`src/sv/olie_pkg.sv`:
```
`default_nettype none
// ----------------------------------------------------------------------------
// olie_pkg
// Shared types and constants of the ordered list insert engine.
// ----------------------------------------------------------------------------
package olie_pkg;

   localparam int DefCapacity = 64;
   localparam int ValueWidth  = 32;
   localparam int PosWidth    = 8;

   typedef enum logic [1:0] {
      KIND_HEAD = 2'd0,
      KIND_TAIL = 2'd1,
      KIND_POS  = 2'd2,
      KIND_DUMP = 2'd3
   } kind_type;

   typedef enum logic [2:0] {
      STAT_OK         = 3'd0,
      STAT_EMPTY      = 3'd1,
      STAT_NOPOS      = 3'd2,
      STAT_FULL       = 3'd3,
      STAT_DUMP_EMPTY = 3'd4
   } status_type;

   typedef struct packed {
      kind_type                      kind;
      logic signed [ValueWidth-1:0]  value;
      logic [PosWidth-1:0]           position;
   } req_type;

   typedef struct packed {
      status_type                    status;
      logic signed [ValueWidth-1:0]  element;
      logic                          last;
   } rsp_type;

   // Outcome of decoding one request against the current list length.
   typedef struct packed {
      logic       is_dump;
      logic       direct;   // insert lands at the end, nothing to move
      status_type status;
   } dec_type;

endpackage
`default_nettype wire

```
`src/sv/olie_ram.sv`:
```
`default_nettype none
// ----------------------------------------------------------------------------
// olie_ram
// Generic single-write, single-read RAM with registered read data.
// ----------------------------------------------------------------------------
module olie_ram #(
   parameter int WIDTH = 32,
   parameter int DEPTH = 64
) (
   input  wire logic                     clock,
   input  wire logic                     wr_en,
   input  wire logic [$clog2(DEPTH)-1:0] wr_addr,
   input  wire logic [WIDTH-1:0]         wr_data,
   input  wire logic                     rd_en,
   input  wire logic [$clog2(DEPTH)-1:0] rd_addr,
   output logic      [WIDTH-1:0]         rd_data
);

   logic [WIDTH-1:0] mem_ff [DEPTH];

   always_ff @(posedge clock) begin
      if (wr_en) begin
         mem_ff[wr_addr] <= wr_data;
      end
      if (rd_en) begin
         rd_data <= mem_ff[rd_addr];
      end
   end

endmodule
`default_nettype wire

```
`src/sv/olie_decode.sv`:
```
`default_nettype none
// ----------------------------------------------------------------------------
// olie_decode
// Works out the insert index and the status of one request from its kind,
// its position and the current list length.
// ----------------------------------------------------------------------------
module olie_decode
   import olie_pkg::*;
#(
   parameter int CAPACITY = DefCapacity
) (
   input  wire req_type                          req,
   input  wire logic [$clog2(CAPACITY+1)-1:0]    length,
   output dec_type                               dec,
   output logic      [$clog2(CAPACITY+1)-1:0]    idx
);

   localparam int LW = $clog2(CAPACITY + 1);
   localparam int CW = ((LW > PosWidth) ? LW : PosWidth) + 1;

   logic [CW-1:0] pos_wide;
   logic [CW-1:0] len_plus1;
   logic          pos_err;

   always_comb begin
      pos_wide  = CW'(req.position);
      len_plus1 = CW'(length) + CW'(1);
      pos_err   = 1'b0;
      idx       = '0;
      dec.is_dump = 1'b0;
      dec.status  = STAT_OK;

      unique case (req.kind)
         KIND_HEAD: idx = '0;
         KIND_TAIL: idx = length;
         KIND_POS: begin
            if (req.position == PosWidth'(1)) begin
               idx = '0;
            end else if (length == '0) begin
               pos_err    = 1'b1;
               dec.status = STAT_EMPTY;
            end else if (req.position == '0 || pos_wide > len_plus1) begin
               pos_err    = 1'b1;
               dec.status = STAT_NOPOS;
            end else begin
               idx = LW'(pos_wide - CW'(1));
            end
         end
         KIND_DUMP: begin
            dec.is_dump = 1'b1;
            dec.status  = (length == '0) ? STAT_DUMP_EMPTY : STAT_OK;
         end
         default: idx = '0;
      endcase

      // Position errors win over the full flag.
      if (!dec.is_dump && !pos_err && length == LW'(CAPACITY)) begin
         dec.status = STAT_FULL;
      end

      dec.direct = (idx == length);
   end

endmodule
`default_nettype wire

```
`src/sv/ordered_list_insert_engine.sv`:
```
`default_nettype none
// ----------------------------------------------------------------------------
// ordered_list_insert_engine
// Ordered list of signed values held in a RAM; inserts move the tail of the
// list one entry per cycle, dumps stream the list out from the head.
// ----------------------------------------------------------------------------
//  Channel  Direction  Handshake             Payload
//  req      in         req_valid/req_ready   req_data (kind, value, position)
//  rsp      out        rsp_valid/rsp_ready   rsp_data (status, element, last)
//
//  An error, an empty dump or an insert at the end of the list registers its
//  answer as the request is taken. An insert at index i into a list of
//  length n moves entries i to n-1 up by one, one RAM read and write pair
//  for each entry moved. A dump of n entries takes one RAM read per element.
//  Requests are taken only when idle and the output register is free; a
//  stall on rsp holds the final write and the dump. Reset empties the list.
// ----------------------------------------------------------------------------
module ordered_list_insert_engine
   import olie_pkg::*;
#(
   parameter int CAPACITY = DefCapacity
) (
   input  wire logic    clock,
   input  wire logic    reset,
   input  wire logic    req_valid,
   output logic         req_ready,
   input  wire req_type req_data,
   output logic         rsp_valid,
   input  wire logic    rsp_ready,
   output rsp_type      rsp_data
);

   localparam int LW = $clog2(CAPACITY + 1);
   localparam int AW = $clog2(CAPACITY);

   typedef enum logic [2:0] {
      S_IDLE,
      S_SHIFT,
      S_FINAL,
      S_WRITE,
      S_DUMP
   } state_type;

   state_type         state_ff, state_in;
   logic [LW-1:0]     len_ff, len_in;
   logic [AW-1:0]     ptr_ff, ptr_in;
   logic [AW-1:0]     idx_ff, idx_in;
   logic [AW-1:0]     pend_addr_ff, pend_addr_in;
   logic              pend_ff, pend_in;
   logic              rdv_ff, rdv_in;
   logic              rd_last_ff, rd_last_in;
   logic              issued_ff, issued_in;
   logic signed [ValueWidth-1:0] val_ff, val_in;
   logic              rsp_valid_ff, rsp_valid_in;
   rsp_type           rsp_ff, rsp_in;

   dec_type           dec;
   logic [LW-1:0]     dec_idx;

   logic              ram_we;
   logic [AW-1:0]     ram_waddr;
   logic [ValueWidth-1:0] ram_wdata;
   logic              ram_re;
   logic [AW-1:0]     ram_raddr;
   logic [ValueWidth-1:0] ram_rdata;

   logic              out_free;
   logic              accept;
   logic              load_out;
   logic              ptr_is_last;

   olie_decode #(.CAPACITY(CAPACITY)) u_decode (
      .req    (req_data),
      .length (len_ff),
      .dec    (dec),
      .idx    (dec_idx)
   );

   olie_ram #(.WIDTH(ValueWidth), .DEPTH(CAPACITY)) u_ram (
      .clock   (clock),
      .wr_en   (ram_we),
      .wr_addr (ram_waddr),
      .wr_data (ram_wdata),
      .rd_en   (ram_re),
      .rd_addr (ram_raddr),
      .rd_data (ram_rdata)
   );

   assign out_free    = !rsp_valid_ff || rsp_ready;
   assign req_ready   = (state_ff == S_IDLE) && out_free;
   assign accept      = req_valid && req_ready;
   assign load_out    = rdv_ff && out_free;
   assign ptr_is_last = (LW'(ptr_ff) == len_ff - LW'(1));
   assign rsp_valid   = rsp_valid_ff;
   assign rsp_data    = rsp_ff;

   always_comb begin
      state_in     = state_ff;
      len_in       = len_ff;
      ptr_in       = ptr_ff;
      idx_in       = idx_ff;
      pend_addr_in = pend_addr_ff;
      pend_in      = pend_ff;
      rdv_in       = rdv_ff;
      rd_last_in   = rd_last_ff;
      issued_in    = issued_ff;
      val_in       = val_ff;
      rsp_valid_in = rsp_valid_ff && !rsp_ready;
      rsp_in       = rsp_ff;

      ram_we    = 1'b0;
      ram_waddr = idx_ff;
      ram_wdata = val_ff;
      ram_re    = 1'b0;
      ram_raddr = ptr_ff;

      unique case (state_ff)
         S_IDLE: begin
            if (accept) begin
               val_in = req_data.value;
               idx_in = AW'(dec_idx);
               if (dec.status != STAT_OK) begin
                  rsp_valid_in   = 1'b1;
                  rsp_in.status  = dec.status;
                  rsp_in.element = '0;
                  rsp_in.last    = 1'b1;
               end else if (dec.is_dump) begin
                  ptr_in    = '0;
                  rdv_in    = 1'b0;
                  issued_in = 1'b0;
                  state_in  = S_DUMP;
               end else if (dec.direct) begin
                  // Nothing to move: write and answer straight away.
                  ram_we         = 1'b1;
                  ram_waddr      = AW'(dec_idx);
                  ram_wdata      = req_data.value;
                  len_in         = len_ff + LW'(1);
                  rsp_valid_in   = 1'b1;
                  rsp_in.status  = STAT_OK;
                  rsp_in.element = req_data.value;
                  rsp_in.last    = 1'b1;
               end else begin
                  ptr_in   = AW'(len_ff - LW'(1));
                  pend_in  = 1'b0;
                  state_in = S_SHIFT;
               end
            end
         end
         S_SHIFT: begin
            // Read entry ptr while writing the entry read last cycle one up.
            ram_re       = 1'b1;
            ram_raddr    = ptr_ff;
            ram_we       = pend_ff;
            ram_waddr    = pend_addr_ff;
            ram_wdata    = ram_rdata;
            pend_in      = 1'b1;
            pend_addr_in = ptr_ff + AW'(1);
            if (ptr_ff == idx_ff) begin
               state_in = S_FINAL;
            end else begin
               ptr_in = ptr_ff - AW'(1);
            end
         end
         S_FINAL: begin
            ram_we    = 1'b1;
            ram_waddr = pend_addr_ff;
            ram_wdata = ram_rdata;
            state_in  = S_WRITE;
         end
         S_WRITE: begin
            if (out_free) begin
               ram_we         = 1'b1;
               ram_waddr      = idx_ff;
               ram_wdata      = val_ff;
               len_in         = len_ff + LW'(1);
               rsp_valid_in   = 1'b1;
               rsp_in.status  = STAT_OK;
               rsp_in.element = val_ff;
               rsp_in.last    = 1'b1;
               state_in       = S_IDLE;
            end
         end
         S_DUMP: begin
            if (load_out) begin
               rsp_valid_in   = 1'b1;
               rsp_in.status  = STAT_OK;
               rsp_in.element = $signed(ram_rdata);
               rsp_in.last    = rd_last_ff;
               rdv_in         = 1'b0;
               if (rd_last_ff) begin
                  state_in = S_IDLE;
               end
            end
            // The read data register holds its word until the next read, so a
            // new read is only issued once the held word has moved on.
            if (!issued_ff && (!rdv_ff || load_out)) begin
               ram_re     = 1'b1;
               ram_raddr  = ptr_ff;
               rdv_in     = 1'b1;
               rd_last_in = ptr_is_last;
               issued_in  = ptr_is_last;
               ptr_in     = ptr_ff + AW'(1);
            end
         end
         default: state_in = S_IDLE;
      endcase
   end

   always_ff @(posedge clock) begin
      if (reset) begin
         state_ff     <= S_IDLE;
         len_ff       <= '0;
         pend_ff      <= 1'b0;
         rdv_ff       <= 1'b0;
         issued_ff    <= 1'b0;
         rsp_valid_ff <= 1'b0;
      end else begin
         state_ff     <= state_in;
         len_ff       <= len_in;
         pend_ff      <= pend_in;
         rdv_ff       <= rdv_in;
         issued_ff    <= issued_in;
         rsp_valid_ff <= rsp_valid_in;
      end
      ptr_ff       <= ptr_in;
      idx_ff       <= idx_in;
      pend_addr_ff <= pend_addr_in;
      rd_last_ff   <= rd_last_in;
      val_ff       <= val_in;
      rsp_ff       <= rsp_in;
   end

endmodule
`default_nettype wire
```
`config.mk`:
```
export PLATFORM = sky130hd
export DESIGN_NAME = ordered_list_insert_engine
export DESIGN_NICKNAME = d
export VERILOG_FILES = /design/src/sv/olie_pkg.sv /design/src/sv/olie_ram.sv /design/src/sv/olie_decode.sv /design/src/sv/ordered_list_insert_engine.sv
export SDC_FILE = /design/constraint.sdc
export NUM_CORES = 2
export LEC_CHECK = 0
export ABC_AREA = 0
export BUFFER_PORTS_ARGS = -buffer_cell sky130_fd_sc_hd__buf_2
export CORE_ASPECT_RATIO = 1.75
export CORE_MARGIN = 5
export CORE_UTILIZATION = 63
export DETAILED_ROUTE_END_ITERATION = 10
export PLACE_DENSITY_LB_ADDON = 0.1
export SETUP_SLACK_MARGIN = 0.3
export SLEW_MARGIN = 10
export SYNTH_ARGS = -nofsm -noshare
export SYNTH_HDL_FRONTEND = slang
export SYNTH_HIERARCHICAL = 1
export SYNTH_SLANG_ARGS = --single-unit
```
`constraint.sdc`:
```
create_clock -name clock -period 7.8 [get_ports clock]
set_clock_uncertainty 0.1 [all_clocks]
set_input_delay 1.17 -clock clock [delete_from_list [all_inputs] [get_ports clock]]
set_output_delay 1.17 -clock clock [all_outputs]
set_load 0.02 [all_outputs]
```
After elaboration in Yosys (flattened, before gate mapping) --
Memories as Yosys holds them, arrays and structs flattened. A register that Yosys moved wholly into a read port is not among the register bits. Index checks and enable logic that the tools add are counted.
Storage, ports and cells: register bits 101, input bits 46, output and inout port bits 38, memories 1, memory bits (writable) 2048
Cells by class: equality and inequality tests 28, multiplexer cells 84, add/sub/neg operators 6, order comparisons 1, reductions and logical operators 35
Memories:
- u_ram.mem_ff | words 64, width 32, rd ports 1, clocked after Yosys merged registers in 1, wr ports 1, line olie_ram.sv:19 | logic [WIDTH-1:0] mem_ff [DEPTH];
Operator list (count):
- $mux W36 | 6
- $mux W32 | 4
- $pmux W36 S3 | 1
- $pmux W32 S2 | 1
- $mux W6 | 10
- $mux W7 | 8
- $mux W3 | 12
- $mux W1 | 29
- $pmux W7 S2 | 2
- $ne A2 B2 Y1 const B | 12
- $pmux W6 S3 | 1
- $reduce_and A6 Y1 | 3
- $pmux W3 S5 | 1
- $reduce_and A5 Y1 | 3
- $sub A7 B1 Y7 const B | 2
- $pmux W6 S2 | 1
- $reduce_bool A3 Y1 | 3
- $add A7 B1 Y8 const B | 1
- $eq A8 B1 Y1 const B | 1
- $gt A8 B8 Y1 | 1
- $logic_not A8 Y1 | 1
- $pmux W1 S2 | 4
- $add A7 B1 Y7 const B | 1
- $eq A6 B7 Y1 | 1
- 25 further kinds | 45

Logic depth before layout (Yosys ltp) --
depth in word-level cells 17, depth in mapped cells 24

Hierarchy --
Netlist, hierarchy kept.
By module, submodules not included:
- olie_ram | seq. area each 62459.9 sq um, times used 1, area each 79359.9 sq um, cells an instance 3511
- ordered_list_insert_engine | seq. area each 2892.8 sq um, times used 1, area each 5312.6 sq um, cells an instance 465
- olie_decode | seq. area each 0.0 sq um, times used 1, area each 843.3 sq um, cells an instance 122

Worst setup path before layout --
OpenSTA, ideal clock, no wires.
kind in2reg, start point input port req_data[1] (netlist bit), end point memory u_ram.mem_ff[28][0], enable pin, data arrival time 6.473 ns, cell stages on the path 18, path buffers 3, slack 0.806 ns, cell sequence ha_1 -> nor2b_1 -> o211ai_1 -> a211oi_1 -> nor4_2 -> mux2_4 -> nor4_2 -> nor2b_1 -> nand2_1 -> nor3_2 -> buf_2 -> a22o_1 -> a21o_1 -> clkbuf_1 -> or3b_2 -> or2_2 -> clkbuf_1 -> nor2_1
RTL lines:
- start: declaration | line ordered_list_insert_engine.sv:27 | input wire req_type req_data,
- end: declaration | line olie_ram.sv:19

==> reports/qor.txt <==
Outcome -> completed
Remaining antenna violation count -> 0
CP startpoint -> len_ff[4]
CP Capture Type -> register
Pwr Density -> 400 nW/um2
GRT Total Usage -> 29.6%
Number of setup buffers added after CTS -> 0
CP Class -> reg -> reg
Fmax -> 146 MHz
Vias in the first global route -> 43144
Slew Limit Fails -> 0
Final hold viol count -> 0
Die height -> 497 um
Drt initial violations -> 4932
Critical Path Fanout Max -> 20
Sw frac -> 34.0%
Syn avg cell area -> 20.9 um2
Rel. slew slack -> 20.2%
Initial core utilization -> 63.1%
Post_cts resized -> 0
Core area -> 135000 um2
Setup violators final -> 0
Crit share post-route -> 87.9%
Post-route DRC -> 0
Post-route cell area -> 95000 um2
Tot Pwr -> 38.1 mW
Internal Power -> 25.1 mW
Post-DP HPWL -> 129000 um
Initial DRT Pass Iterations -> 9
FP Rows -> 179
TritonCTS clock tree -> done
Clock Latency Late Sink -> 0.80 ns
Pin count of the biggest net entering global routing -> 128
Ports -> 84
P&R area growth vs syn -> 11.1%
First-pass GRT wire length -> 302000 um
Slew @ Worst Pin -> 1.20 ns
Final wirelength -> 211000 um
CP required -> 8.20 ns
Comb pwr share -> 33.4%
CTS Buffer Depth -> 3
CP Data Arrival Time -> 7.25 ns
Routability congestion estimate -> 0.893
RR Startpoint -> len_ff[4]
H-tree levels -> 4
Sequential fraction of design power -> 42.7%
HP Start -> pend_ff
# nets final -> 4358
Vias per cell -> 6.82
Syn. warnings -> 6
Wire length per cell -> 33.7 um
Root buffer cell -> clkbuf_16
Proportion of layout cells with a drive suffix above 1 -> 24.5%
Vias -> 42656
Nature of the critical path startpoint -> register
LEAKAGE -> 30.6 nW
Hold slack -> 0.444 ns
IO buf count -> 83
Placed cell area -> 89100 um2
Switching power -> 12.9 mW
Synth Instances -> 4096
Tmin final -> 6.85 ns
RSZ-0062 raised after global routing -> no
Cts hold-fix bufs -> 0
CTS Buf Count -> 182
Synth Cell Area -> 85500 um2
Setup TNS -> 0 ns
Maximum VDD drop -> 354 uV
Syn_nets -> 4162
Grt ovf -> 0
Clock slew at reported path FFs -> 0.07 ns
Num Clock Sinks -> 2181
Hold Path Class -> reg -> reg
Clock power share -> 23.9%
Antenna violations before repair -> 9
Max Cap Viol -> 0
Die ar. -> 143000 um2
Die Wd -> 288 um
power groups by stage:
| stage | logic, mW | clock network [mW] | registers (mW) |
|---|---|---|---|
| after floorplan | 7.71 | 0 | 16.6 |
| after global placement | 12.5 | 0 | 16.5 |
| after detailed placement | 12.7 | 0 | 16.5 |
| after CTS | 12.7 | 9.22 | 16.2 |
| after global routing | 13.3 | 9.70 | 16.3 |
| final | 12.7 | 9.10 | 16.2 |
layout by cell type (no fill, tap or decap), drive strengths merged, types with 24 or more instances in the layout:
cell       n
clkbuf   226
o21ai     37
o22ai     45
nor2     127
nand3     61
nand2     57
a31oi     24
mux2i    192
a21oi     47
a22oi    129
a222oi    33
a211oi    24
buf      258
inv       63
a22o      50
clkinv    71
edfxtp  2167
mux4     446
a21o      41
metal layers:
metal	vias to the layer above	routed length (um)	GRT usage (%)
met5	-	0	0
met4	0	9520	11.7
met3	426	15300	4.18
met2	2130	113000	51.7
met1	22500	72900	37.8
li1	17600	-	-
registers in the layout (all words and copies together) (netlist names), 3 cells and up:
register,cells
idx_ff,6
u_ram/rd_data,32
pend_addr_ff,6
u_ram/mem_ff,2048
len_ff,7
rsp_data,36
state_ff,3
ptr_ff,6
val_ff,32
critical path, stage by stage, from the launching register on:
cell	delay, ns
dfxtp_1	0.72
and3_1	0.27
and2_1	0.15
nand2_1	0.07
xnor2_1	0.13
ha_1	0.30
nand4_1	0.12
nor2_1	0.07
a21oi_1	0.59
nor4_2	0.15
mux2_4	0.33
nor4_2	0.35
nor2b_1	0.32
nand2_1	0.19
nor3_4	0.44
a22o_1	0.23
a21o_1	0.24
nor2b_1	0.26
nand2b_1	0.51
nor2_4	0.68
buf_12	0.26
per-stage QoR:
step | util (%) | setup slack [ns] | cells
CTS | 70.1 | 0.960 | 6249
detailed placement | 65.7 | 0.820 | 5918
finish | 70.1 | 0.945 | 6255
global route | 70.1 | 0.517 | 6254
global placement | 65.7 | 0.929 | 5918
floorplan | - | 0.806 | 4096
final timing paths:
path	endpoint	slack, ns	cells past startpoint
worst max-delay path	u_ram/mem_ff[22][27]	0.95	20
worst min-delay path	pend_ff	0.44	2
worst max register to register	u_ram/mem_ff[22][27]	0.95	20
worst min register to register	pend_ff	0.44	2
final cells by class:
class / count / area (um2)
diodes: 6 / 15.0
repair buffers: 258 / 2200
multi-input cells: 1613 / 19100
fillers: 8241 / 40500
inverters: 56 / 210
flip-flops and latches: 2181 / 65400
well taps: 1810 / 2260
clock buffers: 226 / 4920
clock inverters: 105 / 1010
No activity file was read; power rests on OpenSTA's default activity.
